===== src/sv/assert_macros.svh =====
// assertion macros used by the rtl top level
// no dependencies; included by the top level
`ifndef ASSERT_MACROS_SVH
`define ASSERT_MACROS_SVH

// same-cycle implication, disabled in reset
`define ASSERT_IMPLIES(lbl, clk, rst_n, ante, cons) \
	lbl: assert property (@(posedge clk) disable iff (!(rst_n)) (ante) |-> (cons)) \
		else $error("implication check failed");

// next-cycle implication, disabled in reset
`define ASSERT_NEXT(lbl, clk, rst_n, ante, cons) \
	lbl: assert property (@(posedge clk) disable iff (!(rst_n)) (ante) |=> (cons)) \
		else $error("next-cycle check failed");

// invariant, disabled in reset
`define ASSERT_ALWAYS(lbl, clk, rst_n, cond) \
	lbl: assert property (@(posedge clk) disable iff (!(rst_n)) (cond)) \
		else $error("invariant check failed");

`endif


===== src/sv/hen_pkg.sv =====
// types, codes and character tables for the html escape / paragraph block
// no dependencies; used by every module of the block
package hen_pkg;

	localparam logic [7:0] CH_LF   = 8'h0A;
	localparam logic [7:0] CH_CR   = 8'h0D;
	localparam logic [7:0] CH_AMP  = 8'h26;
	localparam logic [7:0] CH_LT   = 8'h3C;
	localparam logic [7:0] CH_GT   = 8'h3E;
	localparam logic [7:0] CH_QUOT = 8'h22;

	// replacement texts, left aligned in six character slots
	localparam logic [47:0] PARA_TXT = {"<p>", 24'h000000};
	localparam logic [47:0] AMP_TXT  = {"&amp;", 8'h00};
	localparam logic [47:0] LT_TXT   = {"&lt;", 16'h0000};
	localparam logic [47:0] GT_TXT   = {"&gt;", 16'h0000};
	localparam logic [47:0] QUOT_TXT = "&quot;";

	localparam int QUEUE_DEPTH = 2;

	// held newline kind
	typedef enum logic [1:0] {
		NL_NONE = 2'd0,
		NL_LF   = 2'd1,
		NL_CR   = 2'd2
	} nl_t;

	// what the byte of an item turns into, after any paragraph prefix
	typedef enum logic [2:0] {
		BODY_NONE = 3'd0,
		BODY_PARA = 3'd1,
		BODY_AMP  = 3'd2,
		BODY_LT   = 3'd3,
		BODY_GT   = 3'd4,
		BODY_QUOT = 3'd5,
		BODY_BYTE = 3'd6
	} body_t;

	// classified item handed from front to back
	typedef struct packed {
		logic        prefix;
		body_t       body;
		logic [7:0]  data;
		logic        last;
		logic [3:0]  len;
	} desc_t;

	// queue status seen by the top level, which passes the empty flag to the back end
	typedef struct packed {
		logic       full;
		logic       empty;
		logic [1:0] count;
	} qstat_t;

	function automatic logic [3:0] body_len(body_t body);
		logic [3:0] n;
		unique case (body)
			BODY_NONE: n = 4'd0;
			BODY_PARA: n = 4'd3;
			BODY_AMP:  n = 4'd5;
			BODY_LT:   n = 4'd4;
			BODY_GT:   n = 4'd4;
			BODY_QUOT: n = 4'd6;
			BODY_BYTE: n = 4'd1;
			default:   n = 4'd0;
		endcase
		return n;
	endfunction

	function automatic logic [7:0] txt_char(logic [47:0] txt, logic [2:0] idx);
		logic [7:0] c;
		case (idx)
			3'd0:    c = txt[47:40];
			3'd1:    c = txt[39:32];
			3'd2:    c = txt[31:24];
			3'd3:    c = txt[23:16];
			3'd4:    c = txt[15:8];
			3'd5:    c = txt[7:0];
			default: c = 8'h00;
		endcase
		return c;
	endfunction

	function automatic logic [7:0] body_char(body_t body, logic [2:0] idx, logic [7:0] data);
		logic [7:0] c;
		unique case (body)
			BODY_PARA: c = txt_char(PARA_TXT, idx);
			BODY_AMP:  c = txt_char(AMP_TXT, idx);
			BODY_LT:   c = txt_char(LT_TXT, idx);
			BODY_GT:   c = txt_char(GT_TXT, idx);
			BODY_QUOT: c = txt_char(QUOT_TXT, idx);
			BODY_BYTE: c = data;
			default:   c = 8'h00;
		endcase
		return c;
	endfunction

endpackage


===== src/sv/hen_front.sv =====
// front end: accepts text items, merges newline pairs and classifies each byte
// depends on hen_pkg
module hen_front (
	input  logic               clk,
	input  logic               arst_n,
	input  logic               escape,
	input  logic               accept,
	input  logic [7:0]         in_byte,
	input  logic               last_byte,
	output logic               q_push,
	output hen_pkg::desc_t     q_desc
);

	hen_pkg::nl_t pend_q;
	hen_pkg::nl_t pend_d;
	logic         is_lf;
	logic         is_cr;
	logic         held;
	logic         merged;
	hen_pkg::body_t body;

	// classify the byte against the held newline
	always_comb begin
		is_lf  = (in_byte == hen_pkg::CH_LF);
		is_cr  = (in_byte == hen_pkg::CH_CR);
		held   = (pend_q == hen_pkg::NL_LF) || (pend_q == hen_pkg::NL_CR);
		merged = ((pend_q == hen_pkg::NL_LF) && is_cr) || ((pend_q == hen_pkg::NL_CR) && is_lf);
		pend_d = hen_pkg::NL_NONE;
		body   = hen_pkg::BODY_BYTE;
		if (merged) begin
			body = hen_pkg::BODY_NONE;
		end else if (is_lf || is_cr) begin
			if (last_byte) begin
				body = hen_pkg::BODY_PARA;
			end else begin
				body   = hen_pkg::BODY_NONE;
				pend_d = is_lf ? hen_pkg::NL_LF : hen_pkg::NL_CR;
			end
		end else if (escape) begin
			case (in_byte)
				hen_pkg::CH_AMP:  body = hen_pkg::BODY_AMP;
				hen_pkg::CH_LT:   body = hen_pkg::BODY_LT;
				hen_pkg::CH_GT:   body = hen_pkg::BODY_GT;
				hen_pkg::CH_QUOT: body = hen_pkg::BODY_QUOT;
				default:          body = hen_pkg::BODY_BYTE;
			endcase
		end
	end

	// descriptor toward the queue; items that only hold a newline are dropped here
	always_comb begin
		q_desc.prefix = held;
		q_desc.body   = body;
		q_desc.data   = in_byte;
		q_desc.last   = last_byte;
		q_desc.len    = (held ? 4'd3 : 4'd0) + hen_pkg::body_len(body);
		q_push        = accept && (q_desc.len != 4'd0);
	end

	// held newline state
	always_ff @(posedge clk or negedge arst_n) begin
		if (!arst_n) begin
			pend_q <= hen_pkg::NL_NONE;
		end else if (accept) begin
			pend_q <= pend_d;
		end
	end

endmodule


===== src/sv/hen_queue.sv =====
// short descriptor queue between the front and back ends
// depends on hen_pkg
module hen_queue (
	input  logic               clk,
	input  logic               arst_n,
	input  logic               push,
	input  hen_pkg::desc_t     push_desc,
	input  logic               pop,
	output hen_pkg::desc_t     head,
	output hen_pkg::qstat_t    stat
);

	localparam logic [1:0] DEPTH = 2'(hen_pkg::QUEUE_DEPTH);

	hen_pkg::desc_t entry_q [0:hen_pkg::QUEUE_DEPTH-1];
	logic           wr_ptr_q;
	logic           rd_ptr_q;
	logic [1:0]     count_q;
	logic           do_push;
	logic           do_pop;

	always_comb begin
		stat.count = count_q;
		stat.empty = (count_q == 2'd0);
		stat.full  = (count_q == DEPTH);
		do_push    = push && !stat.full;
		do_pop     = pop && !stat.empty;
		head       = entry_q[rd_ptr_q];
	end

	// pointers and fill count
	always_ff @(posedge clk or negedge arst_n) begin
		if (!arst_n) begin
			wr_ptr_q <= 1'b0;
			rd_ptr_q <= 1'b0;
			count_q  <= 2'd0;
		end else begin
			if (do_push) wr_ptr_q <= ~wr_ptr_q;
			if (do_pop)  rd_ptr_q <= ~rd_ptr_q;
			if (do_push && !do_pop) count_q <= count_q + 2'd1;
			else if (do_pop && !do_push) count_q <= count_q - 2'd1;
		end
	end

	// entry storage
	always_ff @(posedge clk) begin
		if (do_push) entry_q[wr_ptr_q] <= push_desc;
	end

endmodule


===== src/sv/hen_back.sv =====
// back end: expands one descriptor into its result bytes, one per cycle while the receiver pops
// depends on hen_pkg
module hen_back (
	input  logic               clk,
	input  logic               arst_n,
	input  hen_pkg::desc_t     head,
	input  logic               head_valid,
	output logic               q_pop,
	input  logic               pop,
	output logic               empty,
	output logic [7:0]         out_byte,
	output logic               last_of_run,
	output logic               end_of_text
);

	logic [3:0] pos_q;
	logic       out_valid_q;
	logic [7:0] byte_q;
	logic       run_end_q;
	logic       text_end_q;
	logic       load;
	logic       at_end;
	logic [3:0] body_pos;
	logic [7:0] chr;

	// pick the byte at the current position of the head descriptor
	always_comb begin
		load     = head_valid && (!out_valid_q || pop);
		at_end   = (pos_q == head.len - 4'd1);
		body_pos = pos_q - (head.prefix ? 4'd3 : 4'd0);
		if (head.prefix && (pos_q < 4'd3)) begin
			chr = hen_pkg::txt_char(hen_pkg::PARA_TXT, pos_q[2:0]);
		end else begin
			chr = hen_pkg::body_char(head.body, body_pos[2:0], head.data);
		end
		q_pop = load && at_end;
	end

	// position within the descriptor and output valid
	always_ff @(posedge clk or negedge arst_n) begin
		if (!arst_n) begin
			pos_q       <= 4'd0;
			out_valid_q <= 1'b0;
		end else begin
			if (load) begin
				pos_q       <= at_end ? 4'd0 : pos_q + 4'd1;
				out_valid_q <= 1'b1;
			end else if (pop) begin
				out_valid_q <= 1'b0;
			end
		end
	end

	// output payload register
	always_ff @(posedge clk) begin
		if (load) begin
			byte_q     <= chr;
			run_end_q  <= at_end;
			text_end_q <= at_end && head.last;
		end
	end

	assign empty       = !out_valid_q;
	assign out_byte    = byte_q;
	assign last_of_run = run_end_q;
	assign end_of_text = text_end_q;

endmodule


===== src/sv/html_escape_newline_to_paragraph_top.sv =====
// Text rewriter: html entity escaping and newline-to-paragraph conversion.
// Input channel: push/full; one text byte per item with last_byte marking the
// end of the text. An item is taken when push is high and full is low.
// Result channel: empty/pop; each result is one rewritten byte with
// last_of_run on the final byte caused by an item and end_of_text on the
// final byte of the text. A byte is taken when pop is high and empty is low.
// Config: APB write of escape_html at addresses 0 to 3 (bit 0), readable back.
// An accepted item is written into the descriptor queue and its first byte then
// loads into the output register. An item yields 0 to 9 bytes; the back end
// emits one byte per cycle while the receiver keeps popping, so plain bytes run
// at one item per cycle and an expanding item holds the back end until all of
// its bytes are loaded. A held newline produces nothing until the next item.
// The two-entry descriptor queue sets how far the front runs ahead; full
// rises when it is filled and the back end is still expanding.
// When the receiver stalls the output byte holds and the queue fills.
// Reset clears the queue, the held newline and sets escape_html to 1.
// depends on hen_pkg, hen_front, hen_queue, hen_back, assert_macros.svh
`include "assert_macros.svh"
module html_escape_newline_to_paragraph_top (
	input  logic        clk,
	input  logic        arst_n,
	// input items
	input  logic        push,
	output logic        full,
	input  logic [7:0]  in_byte,
	input  logic        last_byte,
	// result items
	output logic        empty,
	input  logic        pop,
	output logic [7:0]  out_byte,
	output logic        last_of_run,
	output logic        end_of_text,
	// configuration
	input  logic        psel,
	input  logic        penable,
	input  logic        pwrite,
	input  logic [2:0]  paddr,
	input  logic [31:0] pwdata,
	output logic [31:0] prdata,
	output logic        pready
);

	logic             escape_q;
	logic             accept;
	logic             q_push;
	logic             q_pop;
	hen_pkg::desc_t   push_desc;
	hen_pkg::desc_t   head;
	hen_pkg::qstat_t  qstat;

	// configuration register
	assign pready = 1'b1;
	always_ff @(posedge clk or negedge arst_n) begin
		if (!arst_n) begin
			escape_q <= 1'b1;
		end else if (psel && penable && pwrite && pready && !paddr[2]) begin
			escape_q <= pwdata[0];
		end
	end
	assign prdata = paddr[2] ? 32'd0 : {31'd0, escape_q};

	// input handshake
	assign full   = qstat.full;
	assign accept = push && !full;

	hen_front u_front (
		.clk       (clk),
		.arst_n    (arst_n),
		.escape    (escape_q),
		.accept    (accept),
		.in_byte   (in_byte),
		.last_byte (last_byte),
		.q_push    (q_push),
		.q_desc    (push_desc)
	);

	hen_queue u_queue (
		.clk       (clk),
		.arst_n    (arst_n),
		.push      (q_push),
		.push_desc (push_desc),
		.pop       (q_pop),
		.head      (head),
		.stat      (qstat)
	);

	hen_back u_back (
		.clk         (clk),
		.arst_n      (arst_n),
		.head        (head),
		.head_valid  (!qstat.empty),
		.q_pop       (q_pop),
		.pop         (pop),
		.empty       (empty),
		.out_byte    (out_byte),
		.last_of_run (last_of_run),
		.end_of_text (end_of_text)
	);

	// queue never holds more than its depth
	`ASSERT_ALWAYS(a_qcount, clk, arst_n, qstat.count <= 2'(hen_pkg::QUEUE_DEPTH))
	// end of text only on the last byte of a run
	`ASSERT_IMPLIES(a_eot_run, clk, arst_n, !empty && end_of_text, last_of_run)
	// a waiting descriptor reaches an empty output register next cycle
	`ASSERT_NEXT(a_fill, clk, arst_n, !qstat.empty && empty, !empty)
	// the queue only pops while the output side is free to load
	`ASSERT_IMPLIES(a_pop_ok, clk, arst_n, q_pop, !qstat.empty && (empty || pop))

endmodule


===== config.mk =====
export PLATFORM = sky130hd
export DESIGN_NAME = html_escape_newline_to_paragraph_top
export DESIGN_NICKNAME = d
export VERILOG_FILES = /design/src/sv/hen_pkg.sv /design/src/sv/hen_front.sv /design/src/sv/hen_queue.sv /design/src/sv/hen_back.sv /design/src/sv/html_escape_newline_to_paragraph_top.sv
export VERILOG_INCLUDE_DIRS = /design/src /design/src/sv
export SDC_FILE = /design/constraint.sdc
export NUM_CORES = 1
export LEC_CHECK = 0
export ABC_AREA = 1
export BUFFER_PORTS_ARGS = -buffer_cell sky130_fd_sc_hd__buf_4
export CAP_MARGIN = 20
export CORE_MARGIN = 2
export CORE_UTILIZATION = 57
export DETAILED_ROUTE_END_ITERATION = 12
export GPL_TIMING_DRIVEN = 0
export HOLD_SLACK_MARGIN = 0.02
export MAX_ROUTING_LAYER = met4
export PLACE_DENSITY_LB_ADDON = 0.2
export SYNTH_ARGS = -nofsm -noshare
export SYNTH_HDL_FRONTEND = slang
export SYNTH_SLANG_ARGS = --single-unit
export TNS_END_PERCENT = 20

===== constraint.sdc =====
create_clock -name clk -period 8.3 [get_ports clk]
set_input_delay 1.245 -clock clk [delete_from_list [all_inputs] [get_ports clk]]
set_output_delay 1.245 -clock clk [all_outputs]
set_load 0.05 [all_outputs]

; ---- After elaboration in Yosys (flattened, before gate mapping)
; Memories as Yosys holds them, arrays and structs flattened.
; Index checks and enable logic that the tools add are counted.
[totals]
register_bits = 22
ramBits = 34
elab_cells = 109
mem_count = 1
[mem_list]
columns = memory, words, word_bits, rd, rd_ports_with_merged_regs, write_ports, line
row1 = u_queue.entry_q, 2, 17, 1, 0, 1, hen_queue.sv:15  ; hen_pkg::desc_t entry_q [0:hen_pkg::QUEUE_DEPTH-1];
[op_classes]
n_addsub = 6
order_cmp = 1
eq_ne = 29
muxes = 28
n_bitwise = 2
n_reduce_logical = 32
[ops]
columns = operator, n
row1 = case mux 7 bit (4 select lines), 2
row2 = case mux 8 bit (6 select lines), 1
row3 = case mux 7 bit (3 select lines), 2
row4 = case mux 7 bit (6 select lines), 1
row5 = case mux 7 bit (5 select lines), 1
row6 = "== test 8 x 6 -> 1 bit, second input constant", 4
row7 = "== test 3 bit, second input constant", 8
row8 = "== test 3 x 2 -> 1 bit, second input constant", 7
row9 = "== test 8 x 4 -> 1 bit, second input constant", 2
row10 = two-way mux 2 bit, 8
row11 = logical AND 1 bit, 15
row12 = case mux 3 bit (5 select lines), 1
row13 = "== test 3 x 1 -> 1 bit, second input constant", 4
row14 = case mux 3 bit (4 select lines), 1
row15 = two-way mux 3 bit, 3
row16 = two-way mux 8 bit, 1
row17 = zero test 1 bit, 6
row18 = zero test 3 bit, 2
row19 = two-way mux 1 bit, 6
row20 = "adder 4 x 1 -> 4 bit, second input constant", 1
row21 = adder 4 x 3 -> 4 bit, 1
row22 = "== test 2 bit, second input constant", 2
row23 = == test 4 bit, 1
row24 = logical OR 1 bit, 4
row25 = other kinds (12), 14

; ---- Depth between registers and ports, before layout
; Gate-level depths: netlist of run 1.
[logic_depth]
word_depth = 16
ltp_mapped = 20
mapped_depth_nobuf = 20

; ---- By module
; From an unflattened synthesis of run 1, not the netlist that was laid out.
[hier_totals]
cells_unflattened = 444
area_unflattened_um2 = 3612.2
[modules_own_cells]
columns = mod, instances, cells_each, area_per_inst_um2
row1 = hen_queue, 1, 120, 1480.2
row2 = hen_back, 1, 182, 1267.5
row3 = hen_front, 1, 94, 538.0
row4 = html_escape_newline_to_paragraph_top, 1, 48, 326.6

; ---- Worst setup path before layout of run 1
; No wires, ideal clock.
[synth_timing]
path_kind = input-to-reg
from = in in_byte[6]
to = mem u_queue.entry_q[1][0] (netlist name) (enable)
setup_time_ps = 391
t_arrival_ps = 3896
required_time_ps = 7909
slack_ps = 4014
cell_stages = 14
n_path_buf = 0
cell_sequence = inv_1 > nand2_1 > nor3_1 > o21ai_1 > or2_1 > nand4_1 > o21ai_0 > ha_1 > fa_1 > or2_2 > a21oi_1 > nand2_1 > nand2_1 > nor2_1
[synth_rtl]
columns = item, line
row1 = "start, declared", html_escape_newline_to_paragraph_top.sv:25  ; input logic [7:0] in_byte,
row2 = "end, declared", hen_queue.sv:15

==> results by group, run 1 <==
Clocking
  • Worst-Skew Late Latency: about 0.30 ns
  • Reg clk slew, reported paths: approximately 0.10 ns
  • CTS Sinks: 56
  • TritonCTS Buffers: 5
  • Bufs on Longest Clock Path: 2
  • Postcts setup bufs: 0
  • Root buffer selected by CTS: clkbuf_8
  • CTS tree: built
  • Number of H-tree levels: 2
  • Post-CTS sizing: 0
  • Hold buffers post-CTS: 0

STA
  • Final Hold Fails: 0
  • Slew margin rel.: 0.3984
  • FMAX: 230.0 MHz
  • Ratio of final minimum period to clock period: 0.5238
  • Setup Skew: 0.007069 ns
  • Unrepaired setup endpoints after global routing: false
  • Hold WS: 0.4828 ns
  • Final min period: 4.347 ns
  • TNS Setup: 0 ns
  • Slew @ Worst Pin: about 0.90 ns
  • Count of pins over their slew limit: 0
  • Setup violators final: 0

Setup path
  • Startpoint Class: primary input
  • Critical path peak fanout: 4
  • Crit-path cells: buf_4 -> inv_1 -> nand2_1 -> nor3_1 -> o21ai_1 -> or2_1 -> nand4_1 -> o21ai_0 -> ha_1 -> fa_1 -> or2_2 -> a21oi_1 -> nand2_1 -> nand2_1 -> inv_1 -> ha_1 -> a21oi_1 -> o21ai_0 -> xor2_1
  • Reg2reg setup slack: 4.95 ns
  • Delay of the slowest critical-path stage: 0.47 ns
  • FF-to-FF path depth: 17
  • WP buf/inv: 3
  • R2r startpoint: u_front.pend_q[0]$_DFFE_PN0P_
  • CP endpoint: u_queue.count_q[1]$_DFFE_PN0P_
  • Worst setup path category: primary input to flip-flop
  • Worst R2R End: u_queue.count_q[1]$_DFFE_PN0P_
  • Crit path top cell by count: nand2_1
  • Crit-path slowest cell: fa_1
  • CP required: 8.49 ns
  • Worst setup EP type: flip-flop
  • Top delay family on crit path: simple AND/OR/NAND/NOR gates
  • Worst path depth: 19
  • Critical path origin: in_byte[6]
  • Worst EP arrival: ~4.5 ns

Layout
  • Fraction of layout cells with a size suffix above 1: 0.2065
  • Synthesis-to-layout area growth: 15.51%
  • Post-Layout Cell Count: between 500 and 600
  • Nets: around 520
  • Ant. Diodes: 0

Detailed routing
  • WL per Instance: 11.94 µm
  • Vias after detailed routing: 2592
  • DRT Pass-1 Iters: 4
  • Antenna Nets Post-Route: 0
  • Routed WL: 6387 µm
  • Initial DRC Count: 94
  • Vias per cell: between 4 and 5
  • Number of remaining DRC errors: 0

Floorplan
  • Rows: 28
  • Starting density of the core: 0.5826
  • Die Wd: approximately 81 µm
  • Total core area: 0.005816 mm²
  • IO Count: 96
  • DIE HEIGHT: between 80 and 90 µm
  • Die area: ~0.0066 mm²

Synthesis
  • Mean Syn Cell Area: 8.666 µm²
  • Flops & latches, synth: 56
  • Post-synthesis cell type count: 37
  • Area fraction of the dominant cell type after synthesis: 0.3900
  • Cell taking the most area after synthesis: edfxtp_1
  • Number of flops mapped to enable cells by yosys: between 40 and 50
  • Cell area after synthesis: between 0.003 and 0.004 mm²
  • Sequential-to-total area share from yosys stat: 0.4790
  • Mapped Cells: roughly 390
  • Share of flip-flops with an asynchronous set or reset: 0.2143
  • Synthesis Warnings: 0
  • Synth top area cells: edfxtp_1 (39%), nand2_1 (12%), dfrtp_1 (8.1%)
  • Main synth FF type: edfxtp_1

Global routing
  • Tot GR Track Use: 0.2109
  • Total gr overflow: 0
  • First-pass GRT wire length: slightly above 10000 µm
  • Largest net degree at the start of global routing: 20
  • Initial antenna violation count: 0
  • Vias in the first global route: ~2300

Place
  • Post-DP HPWL: just over 5000 µm
  • Post-Place Cells: 527
  • Port Buffers: 30
  • Routability Congestion: approximately 0.89

Power
  • P per Cell Area: roughly 360 mW/mm²
  • Static leakage: between 1.5 and 2 nW
  • Power, Total: ~1.4 mW
  • VDD IR max: ~190 µV

Worst hold path
  • Hold_sp: u_queue.wr_ptr_q$_DFFE_PN0P_
  • Worst hold-check path type: flip-flop to flip-flop

Run status
  • Status: finished, final reports clean

Run
  • MaxCap Viol Count: 0
final cells by class:
class,count,area (µm²)
multi-input cells,279,1420
clock buffers,5,68.82
repair buffers,31,232.7
well taps,75,93.84
inverters,51,191.4
clock inverters,3,17.52
flip-flops and latches,56,1623
plain buffers,35,266.5
fillers,507,1902
power breakdown:
| group | internal [mW] | leakage, nW | switching (mW) |
|---|---|---|---|
| sequential | 0.417 | 0.562 | 0.0392 |
| combinational | 0.244 | 1.35 | 0.570 |
| clock | 0.0592 | 0.0460 | 0.0874 |
state kept, by name, summed over array words and instances (netlist names):
name / cells
u_queue.entry_q: 34
u_back.out_byte: 8
u_back.pos_q: 4
u_front.pend_q: 2
u_queue.count_q: 2
escape_q: 1
u_back.end_of_text: 1
u_back.last_of_run: 1
u_back.out_valid_q: 1
u_queue.rd_ptr_q: 1
u_queue.wr_ptr_q: 1
layer usage:
metal  vias to the layer above  global-route usage  share of wire
li1                       1339                   -              -
met1                      1156              0.2593           0.43
met2                        87              0.3579           0.50
met3                        10             0.03444          0.051
met4                         0             0.06610          0.017
met5                         -                   -              0
cell usage after synthesis, types with 2 or more instances:
cell	n
nand3_2	2
nand4_1	7
ha_1	11
conb_1	2
nand2_2	5
xor2_1	6
a21oi_2	3
nor3_2	2
fa_1	2
edfxtp_1	44
or2_2	4
o21ai_0	16
dfrtp_1	11
or2_1	2
o22ai_1	2
inv_2	2
nor3_1	7
nor2_1	28
o31ai_1	2
xnor2_1	2
nand2_1	111
inv_1	48
a21oi_1	12
buf_4	32
o211ai_1	2
nand3b_1	2
buf_6	2
nand3_1	12
o21ai_2	2
worst reg2reg max path, cell delays in order (launching register included):
cell,delay (ns)
dfrtp_1,0.41
ha_1,0.21
nand3_1,0.11
nand2_1,0.08
a21oi_1,0.21
nand4_1,0.10
o21ai_0,0.09
ha_1,0.21
fa_1,0.45
or2_2,0.31
a21oi_1,0.11
nand2_1,0.08
nand2_1,0.10
inv_1,0.08
ha_1,0.31
a21oi_1,0.11
o21ai_0,0.12
xor2_1,0.15
logic make-up (layout without fill, tap and decap cells):
| group | after synthesis | count (layout) | share of synthesized area |
|---|---|---|---|
| flops | 56 | 56 | 0.4790 |
| fa+ha+maj | 13 | 13 | 0.05244 |
| buf+inv | 86 | 125 | 0.1352 |
| xor+xnor | 8 | 8 | 0.02068 |
| other cells | 2 | 32 | 0.002216 |
| compound gates | 41 | 41 | 0.07090 |
| mux | 1 | 1 | 0.002954 |
| simple gates | 184 | 184 | 0.2367 |
how the worst min path moves through the flow:
stage	to	slack, ns	cells after the start
after floorplan	u_queue.wr_ptr_q$_DFFE_PN0P_	0.44	2
after CTS	u_queue.wr_ptr_q$_DFFE_PN0P_	0.49	2
after global placement	u_queue.wr_ptr_q$_DFFE_PN0P_	0.45	2
after detailed placement	u_queue.wr_ptr_q$_DFFE_PN0P_	0.46	2
final	u_queue.wr_ptr_q$_DFFE_PN0P_	0.48	2
after global routing	u_queue.wr_ptr_q$_DFFE_PN0P_	0.53	2
placed cells by master, fill, tap and decap left out, types with 2 or more instances in the layout:
master,count
nor3_1,7
inv_2,2
clkbuf_8,5
nand2_1,111
nand3_1,12
or2_2,4
buf_6,2
nand4_1,7
o31ai_1,2
inv_1,48
fa_1,2
a21oi_2,3
xor2_1,6
or2_1,2
nand3_2,2
a21oi_1,12
clkinv_1,2
nand3b_1,2
o22ai_1,2
nand2_2,5
o21ai_2,2
xnor2_1,2
nor3_2,2
nor2_1,28
dfrtp_1,11
ha_1,11
edfxtp_1,44
o21ai_0,16
conb_1,32
buf_4,63
o211ai_1,2
per-stage QoR:
step / utilization / setup slack, ns / instance area (µm²)
2_1_floorplan: - / 4.014 / 3501
6_report: 0.6730 / 3.953 / 3914
5_1_grt: 0.6730 / 3.595 / 3914
3_3_place_gp: 0.6568 / 3.338 / 3820
3_5_place_dp: 0.6581 / 3.644 / 3827
4_1_cts: 0.6730 / 3.974 / 3914
(Power assumes the default switching activity.)
==> run 2: changes to the inputs <==
CORE_UTILIZATION = 53   (was 57)
clock period = 4.15 ns   (was 8.3 ns; I/O delays follow)
==> results by group, run 2 (synthesis results as in run 1) <==
Power
  • Pint: 1.443 mW
  • Static leakage: 1.960 nW
  • Switching Share: 0.4951
  • VDD IR max: 389.1 µV
  • P per Cell Area: about 730 mW/mm²
  • Switching Power: between 1 and 1.5 mW
  • Power, Total: approximately 2.9 mW
  • Part of the power in the clock network: 0.107
  • Seq pwr share: 0.318
  • Combinational fraction of design power: 0.575

STA
  • Setup violators final: 0
  • Count of pins over their slew limit: 0
  • Setup Skew: approximately 0.012 ns
  • Final min period: approximately 3.8 ns
  • FMAX: roughly 260 MHz
  • Final Hold Fails: 0
  • Slew @ Worst Pin: slightly below 0.9 ns
  • Unrepaired setup endpoints after global routing: false
  • Ratio of final minimum period to clock period: 0.9109
  • Slew margin rel.: 0.4113
  • Hold WS: ~0.13 ns

Layout
  • Nets: 523
  • Fraction of layout cells with a size suffix above 1: 0.2109
  • Reg with most FFs: u_queue.entry_q
  • Commonest non-fill, non-tap cell in the layout: nand2_1
  • Number of flip-flops in the largest register: 34
  • Most frequent cells in the layout: nand2_1 (111), buf_4 (63), inv_1 (48), edfxtp_1 (44), conb_1 (32)
  • Synthesis-to-layout area growth: 15.88%
  • Ant. Diodes: 0
  • Post-Layout Inst Area: between 0.003 and 0.004 mm²

Floorplan
  • Rows: 29
  • DIE HEIGHT: around 84 µm
  • Die area: around 0.007 mm²
  • Die Wd: 83.96 µm
  • Total core area: 0.006277 mm²
  • Starting density of the core: 0.5398
  • IO Count: 96

Detailed routing
  • Number of remaining DRC errors: 0
  • Vias after detailed routing: 2561
  • Antenna Nets Post-Route: 0
  • Initial DRC Count: approximately 130
  • Routed WL: between 6000 and 7000 µm
  • Vias per cell: around 4.8
  • DRT Pass-1 Iters: 4
  • WL per Instance: roughly 12 µm

Clocking
  • Postcts setup bufs: 0
  • Reg clk slew, reported paths: between 0.1 and 0.15 ns
  • Hold buffers post-CTS: 0
  • Worst-Skew Late Latency: between 0.3 and 0.4 ns
  • CTS Sinks: 56
  • CTS tree: built
  • Root buffer selected by CTS: clkbuf_8
  • TritonCTS Buffers: 5
  • Bufs on Longest Clock Path: 2
  • Number of H-tree levels: 2

Setup path
  • Worst setup EP type: flip-flop
  • Critical path origin: in_byte[6]
  • CP required: approximately 4.3 ns
  • Worst setup path category: primary input to flip-flop
  • R2r startpoint: u_front.pend_q[0]$_DFFE_PN0P_
  • FF-to-FF path depth: 17
  • Critical path peak fanout: 4
  • Worst R2R End: u_queue.count_q[1]$_DFFE_PN0P_
  • Startpoint Class: primary input
  • Worst EP arrival: around 4.0 ns
  • Reg2reg setup slack: 0.78 ns

Place
  • Port Buffers: 30
  • Area after DPL: ~0.0038 mm²
  • Routability Congestion: 0.8851
  • Post-DP HPWL: approximately 5000 µm

Run
  • MaxCap Viol Count: 0

Global routing
  • Initial antenna violation count: 0
  • First-pass GRT wire length: about 11000 µm
  • Vias in the first global route: between 2000 and 2500
  • Tot GR Track Use: 0.1931
  • Largest net degree at the start of global routing: 20
  • Total gr overflow: 0

Worst hold path
  • Worst hold-check path type: primary input to async pin

Run status
  • Status: finished, final reports clean
[run 2: cell counts in the layout (fill, tap and decap cells not counted)]
Identical to the previous run, type by type.
[run 2: routing by layer]
layer,global-route usage,part of all wire
met5,-,0
met4,0.04399,0.0088
met3,0.03660,0.057
met2,0.3287,0.50
met1,0.2406,0.44
[run 2: repair_timing]
| item | 4_1_cts | 5_1_grt |
|---|---|---|
| setup endpoints to repair | 0 | 11 |
| hold endpoints to repair | 0 | 0 |
| resized for setup | 0 | 1 |
[run 2: critical path: stages]
cell     delay [ns]
buf_4          0.12
inv_1          0.04
nand2_1        0.10
nor3_1         0.34
o21ai_1        0.20
or2_1          0.29
nand4_1        0.09
o21ai_0        0.10
ha_1           0.23
fa_1           0.48
or2_2          0.31
a21oi_1        0.12
nand2_1        0.08
nand2_1        0.10
inv_1          0.08
ha_1           0.31
a21oi_1        0.12
o21ai_0        0.11
xor2_1         0.15
[run 2: stage by stage]
stage | cells | setup TNS [ns] | util | setup slack [ns]
final | 537 | 0 | 0.6255 | 0.3696
after global routing | 537 | 0 | 0.6255 | 0.01659
after CTS | 537 | 0 | 0.6247 | 0.3322
after detailed placement | 529 | 0 | 0.6101 | 0.003211
after global placement | 528 | -4.056 | 0.6089 | -0.2397
after floorplan | 421 | 0 | - | 0.4863
[run 2: area by class of cell]
type                    instances  area (µm²)
clock inverters                 3       22.52
inverters                      51       191.4
well taps                      77       96.34
fillers                       542        2351
multi-input cells             279        1425
flip-flops and latches         56        1623
clock buffers                   5       68.82
repair buffers                 31       232.7
plain buffers                  35       266.5
[run 2: worst max-delay path by stage]
stage                                  endpoint  slack (ns)  cells past startpoint
5_1_grt         u_queue.entry_q[1][6]$_DFFE_PP_        0.02                     16
6_report         u_queue.count_q[1]$_DFFE_PN0P_        0.37                     19
3_5_place_dp   u_queue.entry_q[1][11]$_DFFE_PP_       0.003                     16
2_1_floorplan   u_queue.entry_q[1][0]$_DFFE_PP_        0.49                     14
3_3_place_gp   u_queue.entry_q[1][12]$_DFFE_PP_       -0.24                     15
4_1_cts         u_queue.entry_q[1][5]$_DFFE_PP_        0.33                     16
[run 2: power by group through the flow]
stage | logic, mW | registers (mW) | clock network (mW)
floorplan | 1.09 | 1.08 | 0
global placement | 1.61 | 0.922 | 0
detailed placement | 1.63 | 0.921 | 0
CTS | 1.64 | 0.911 | 0.314
global route | 1.83 | 0.927 | 0.335
finish | 1.64 | 0.909 | 0.305
